===== src/design/bafr_pkg.sv =====
// Shared types, constants and the reciprocal table of the box average filter.
package bafr_pkg;

    localparam int ROW_W     = 12;  // row counters and image height
    localparam int CFG_W_W   = 11;  // image_width register
    localparam int WIN_W     = 3;   // window_size register
    localparam int CH_W      = 2;   // channel_count register
    localparam int CFG_IDX_W = 2;
    localparam int CFG_DAT_W = 12;
    localparam int K_W       = 2;   // half window, window_size >> 1
    localparam int TAP_W     = 3;   // tap counter, 0 .. 2*half
    localparam int PIX_W     = 8;
    localparam int SUM_W     = 14;  // 49 * 255 fits
    localparam int RECIP_W   = 21;
    localparam int RECIP_SH  = 20;
    localparam int PROD_W    = SUM_W + RECIP_W;

    typedef enum logic [CFG_IDX_W-1:0] {
        CFG_WIDTH    = 2'd0,
        CFG_HEIGHT   = 2'd1,
        CFG_WINDOW   = 2'd2,
        CFG_CHANNELS = 2'd3
    } t_cfg_idx;

    typedef struct packed {
        logic clear;   // start a new window sum
        logic acc_en;  // add the registered tap
        logic mul_en;  // register sum times reciprocal
    } t_lane_ctl;

    // ceil(2^20 / side^2); exact floor division for every window sum
    function automatic logic [RECIP_W-1:0] recip(input logic [K_W-1:0] k);
        logic [RECIP_W-1:0] m;
        unique case (k)
            2'd0: m = 21'd1048576;
            2'd1: m = 21'd116509;
            2'd2: m = 21'd41944;
            2'd3: m = 21'd21400;
            default: m = 21'd1048576;
        endcase
        return m;
    endfunction

endpackage


===== src/design/bafr_lane.sv =====
// One channel lane: window accumulator and reciprocal multiply.
module bafr_lane (
    input  logic                  i_clk,
    input  bafr_pkg::t_lane_ctl   i_ctl,
    input  logic [7:0]            i_pix,
    input  logic [1:0]            i_half,
    input  logic                  i_active,
    output logic [7:0]            o_avg
);
    import bafr_pkg::*;

    logic [SUM_W-1:0]  r_sum;
    logic [PROD_W-1:0] r_prod;

    always_ff @(posedge i_clk) begin
        if (i_ctl.clear) begin
            r_sum <= '0;
        end else if (i_ctl.acc_en) begin
            r_sum <= r_sum + SUM_W'(i_pix);
        end
        if (i_ctl.mul_en) begin
            r_prod <= PROD_W'(r_sum) * PROD_W'(recip(i_half));
        end
    end

    assign o_avg = i_active ? r_prod[RECIP_SH +: PIX_W] : '0;
endmodule


===== config.mk =====
export PLATFORM = sky130hd
export DESIGN_NAME = bafr_lane
export DESIGN_NICKNAME = d
export VERILOG_FILES = /design/src/design/bafr_pkg.sv /design/src/design/bafr_lane.sv
export SDC_FILE = /design/constraint.sdc
export NUM_CORES = 1
export LEC_CHECK = 0
export ABC_AREA = 1
export BUFFER_PORTS_ARGS = -buffer_cell sky130_fd_sc_hd__buf_2
export CAP_MARGIN = 20
export CORE_MARGIN = 8
export CORE_UTILIZATION = 55
export CTS_BUF_LIST = sky130_fd_sc_hd__clkbuf_16
export CTS_CLUSTER_SIZE = 20
export DETAILED_ROUTE_END_ITERATION = 8
export GPL_TIMING_DRIVEN = 0
export PLACE_DENSITY = 0.82
export SYNTH_ARGS = -nofsm -noshare
export SYNTH_HDL_FRONTEND = slang
export SYNTH_SLANG_ARGS = --single-unit

===== constraint.sdc =====
create_clock -name i_clk -period 8.1 [get_ports i_clk]
set_input_delay 1.215 -clock i_clk [delete_from_list [all_inputs] [get_ports i_clk]]
set_output_delay 1.215 -clock i_clk [all_outputs]
set_load 0.05 [all_outputs]

# Word-level counts from Yosys, hierarchy flattened
# Cells that the tools add are included.
[word_totals] regBits=42 out_inout_bits=8 in_bits=15
[op_classes] eq_ne=3 mul=1 reduce_logical=1 muxes=3 n_addsub=1
[op_table] cell="case mux 21 bit (4 select lines)" count=1
[op_table] cell="multiplier 14 x 21 -> 28 bit" count=1
[op_table] cell="two-way mux 21 bit" count=1
[op_table] cell="adder 14 x 8 -> 14 bit" count=1
[op_table] cell="two-way mux 8 bit" count=1
[op_table] cell="equality test 2 bit (second input constant)" count=2
[op_table] cell="equality test 2 x 1 -> 1 bit (second input constant)" count=1
[op_table] cell="logical NOT 2 bit" count=1

# Depth between registers and ports, before layout
[depth] depth_word=4 ltp_mapped=30

# Least setup slack after synthesis
# Ideal clock, no wire load.
[synth_timing] kind="input to register" from="in i_half[1]" to="reg r_prod[22] (data pin)" slack_ns=1.230 arrival_ns=6.618 t_required_ns=7.848 setup_time_ns=0.252 path_stages=24 cell_sequence="clkbuf_1 -> inv_1 -> ha_1 -> clkbuf_1 -> clkbuf_1 -> nor2_1 -> inv_1 -> fa_1 -> inv_1 -> fa_1 -> fa_1 -> fa_1 -> fa_1 -> inv_1 -> fa_1 -> inv_1 -> ha_1 -> a21oi_1 -> o21ai_0 -> and3_1 -> nor2_1 -> nand2_1 -> nand2_1 -> nand2_1"
[synth_via] elab_chain_cells=4
[synth_lines] element="start: declaration" line="bafr_lane.sv:6" source="input logic [1:0] i_half,"
[synth_lines] element="equality test 2 bit, or another cell as far along" line="bafr_pkg.sv:34" source="unique case (k)"
[synth_lines] element="case mux 21 bit (4 select lines) (*)" line="bafr_pkg.sv:34"
[synth_lines] element="two-way mux 21 bit (*)" line="bafr_lane.sv:21" source="if (i_ctl.mul_en) begin"
[synth_lines] element="multiplier 14 x 21 -> 28 bit (*)" line="bafr_lane.sv:22" source="r_prod <= PROD_W'(r_sum) * PROD_W'(recip(i_half));"
[synth_lines] element="end signal: assignment" line="bafr_lane.sv:22"
[synth_lines] element="end: declaration" line="bafr_lane.sv:13" source="logic [PROD_W-1:0] r_prod;"
# Mark *: on every way between the ends. The rest lies on a longest branch, timed or not. The select of a mux whose other input is x is not followed.
# A chain may end at the register's enable or synchronous reset.

# Final worst setup path
# Ends and elaborated chain as after synthesis.

==> results.toml <==
[floorplanning]
dieArea_um2 = 18900
die_w_um = 137
fp.dieH_um = 137
io_pins = 23
core-area_um2 = 14500
start_util = 0.559
std_cell_rows = 44

[run]
drv_cap = 0

[route]
drtIter0Drc = 444
ant_nets = 0
vias = 6624
avgViaCountPerCell = 5.12
drc = 0
drtPass1Iterations = 5
wl_um = 19500
detail_route.wl_per_cell_um = 15.1

[run_status]
status = "finished clean"

[critical_path]
cp.arrival_ps = 7560
cp.required_ps = 8130
crit_path_max_fanout = 17
critPathCaptureType = "register"
reg2regPathDepth = 21
worstReg2RegEnd = "r_prod[22]"
crit_path_start_kind = "input pin"
rrSetupSlack_ps = 1960
r2r-start = "r_sum[5]"
critPathKind = "input pin to register"

[cells_and_area]
syn_to_final_growth_pct = 5.21
diodes = 0
final_common_cell = "inv_1"
final_cell_mix = "inv_1 (326), nand2_1 (259), fa_1 (138)"
fillers = 1331
finish.instance_area_um2 = 8520
fin_util = 0.588
fin_cells = 1295
final_nets = 1383
final_layout_size_suffix_gt1_frac = 0.0459

[timing]
rsz0062_at_grt = "false"
drv_slew = 0
finClkSkew_ps = 6.93
slew_headroom = 0.557
setup_violations = 0
tightest_slew_ps = 664
hold_viol = 0
fmax_mhz = 133
finalCritPeriodShare = 0.930
layout_setup_ws_ps = 569
finalCriticalPeriod_ps = 7530

[global_routing]
grt_pass1_vias = 6969
grt_pass1_wl_um = 33000
grt_start_max_net_pins = 14
overflow = 0
grt_usage = 0.224
antenna_found_initial = 0

[place]
place_ws_ps = -116
place_area_um2 = 8420
gp_congestion = 0.964
place_inst = 1292
hpwlAfterDp_um = 17100
portBuffers = 19

[cts]
cts_max_path_buffers = 2
clock_latency_ps = 270
cts_root_buffer = "clkbuf_16"
tritoncts = "done"
clk_pin_slew_ps = 70
htreeDepth = 1
numClockSinks = 22
cts_hold_buf = 0
numCtsBuffers = 3
post_cts_buffers = 0

[worst_hold_path]
min_from = "r_sum[13]"
whs_path_depth = 3
hold_end = "r_sum[13]"
hp-class = "register to register"

[logic_synthesis]
ys_seq_area_frac = 0.0643
synth_fp_nets = 1360
syn_avg_cell_area_um2 = 7.43
synth_area_um2 = 8100
synth.distinct_cells = 34
syn_inst = 1089
synth-seq-cells = 22
yosysWarnings = 0

[power_and_ir_drop]
power.leakage_uw = 0.00544
p_per_area_nw_per_um2 = 122
ir_worst_vdd_mv = 0.117
==> worst max-delay path, stage by stage <==
cell and delay, ps:
buf_2 370, inv_1 160, ha_1 210, clkbuf_1 170, clkbuf_1 290, nor2_1 370, inv_1 190, fa_1 540
inv_1 60, fa_1 480, fa_1 590, fa_1 450, fa_1 550, inv_1 80, fa_1 550, inv_1 40
ha_1 310, a21oi_1 240, o21ai_0 180, and3_1 180, nor2_1 130, nand2_1 60, nand2_1 50, nand2_1 60
==> routing by layer <==
metal	global-route usage	vias up	part of all wire
li1	-	3234	-
met1	0.282	3085	0.40
met2	0.382	259	0.48
met3	0.0456	46	0.087
met4	0.0640	0	0.028
met5	0	-	0
==> registers in the layout, indices dropped and copies added (netlist names) <==
| signal | flops |
|---|---|
| r_sum | 14 |
| r_prod | 8 |
==> timing repair <==
| action | 4_1_cts | 5_1_grt |
|---|---|---|
| endpoints found under the hold margin | 0 | 0 |
| gates resized for setup | 0 | 0 |
| setup endpoints to repair | 0 | 8 |
==> cell families after synthesis <==
group | after synthesis | share of synthesized area
AND/OR/NAND/NOR | 376 | 0.189
buffers and inverters | 360 | 0.169
adder cells (fa/ha/maj) | 256 | 0.524
AO/OA/AOI/OAI | 68 | 0.0468
flip-flops | 22 | 0.0643
XOR/XNOR | 7 | 0.00757
==> synth_stat cells (all sizes together) <==
master | count | area share
o211ai | 1 | 0.00093
nor4 | 1 | 0.00077
o21bai | 5 | 0.0046
nor3 | 8 | 0.0056
nor2 | 61 | 0.030
nand3b | 1 | 0.00093
inv | 336 | 0.16
xor2 | 5 | 0.0054
fa | 138 | 0.34
nand3 | 29 | 0.018
a21boi | 2 | 0.0019
ha | 118 | 0.18
xnor2 | 2 | 0.0022
nand4 | 12 | 0.0093
clkinv | 1 | 0.00046
o21a | 1 | 0.00093
edfxtp | 8 | 0.030
and3 | 1 | 0.00077
o21ai | 17 | 0.011
a21oi | 37 | 0.023
buf | 9 | 0.0059
clkbuf | 14 | 0.0065
a21o | 5 | 0.0046
dfxtp | 14 | 0.035
nand2 | 263 | 0.12
==> power by group <==
group          leakage (uW)  total, uW  switching, uW  internal, uW
Combinational       0.00519        764            494           270
Sequential         0.000197        137           8.17           129
Clock             0.0000493        135           48.9          86.1
Total               0.00544       1040            551           485
==> per-stage QoR <==
| stage | hold slack [ps] | setup TNS, ps | total power (uW) |
|---|---|---|---|
| after floorplan | 532 | 0 | 697 |
| after global placement | 629 | -8.13 | 869 |
| after detailed placement | 644 | -144 | 888 |
| after CTS | 654 | 0 | 1030 |
| after global routing | 702 | 0 | 1150 |
| final | 667 | 0 | 1040 |
==> worst max-delay path by stage <==
stage	cells after the start	start	endpoint	slack (ps)
floorplan	24	i_half[1]	r_prod[22]	1230
global placement	25	i_half[1]	r_prod[22]	-8
detailed placement	25	i_half[1]	r_prod[22]	-120
CTS	25	i_half[1]	r_prod[22]	150
global route	24	i_half[1]	r_prod[22]	130
finish	24	i_half[1]	r_prod[22]	570
==> layout make-up <==
cell class                 instances  area, um^2  share of cell area
multi-input combinational        707        6210               0.729
inverter                         337        1270               0.149
sequential                        22         520              0.0611
tap                              184         230              0.0270
clock buffer                       4         100              0.0118
buffer                            22        96.3              0.0113
timing repair buffer              19        95.1              0.0112
Note: power is estimated with default switching activity, not from simulation.
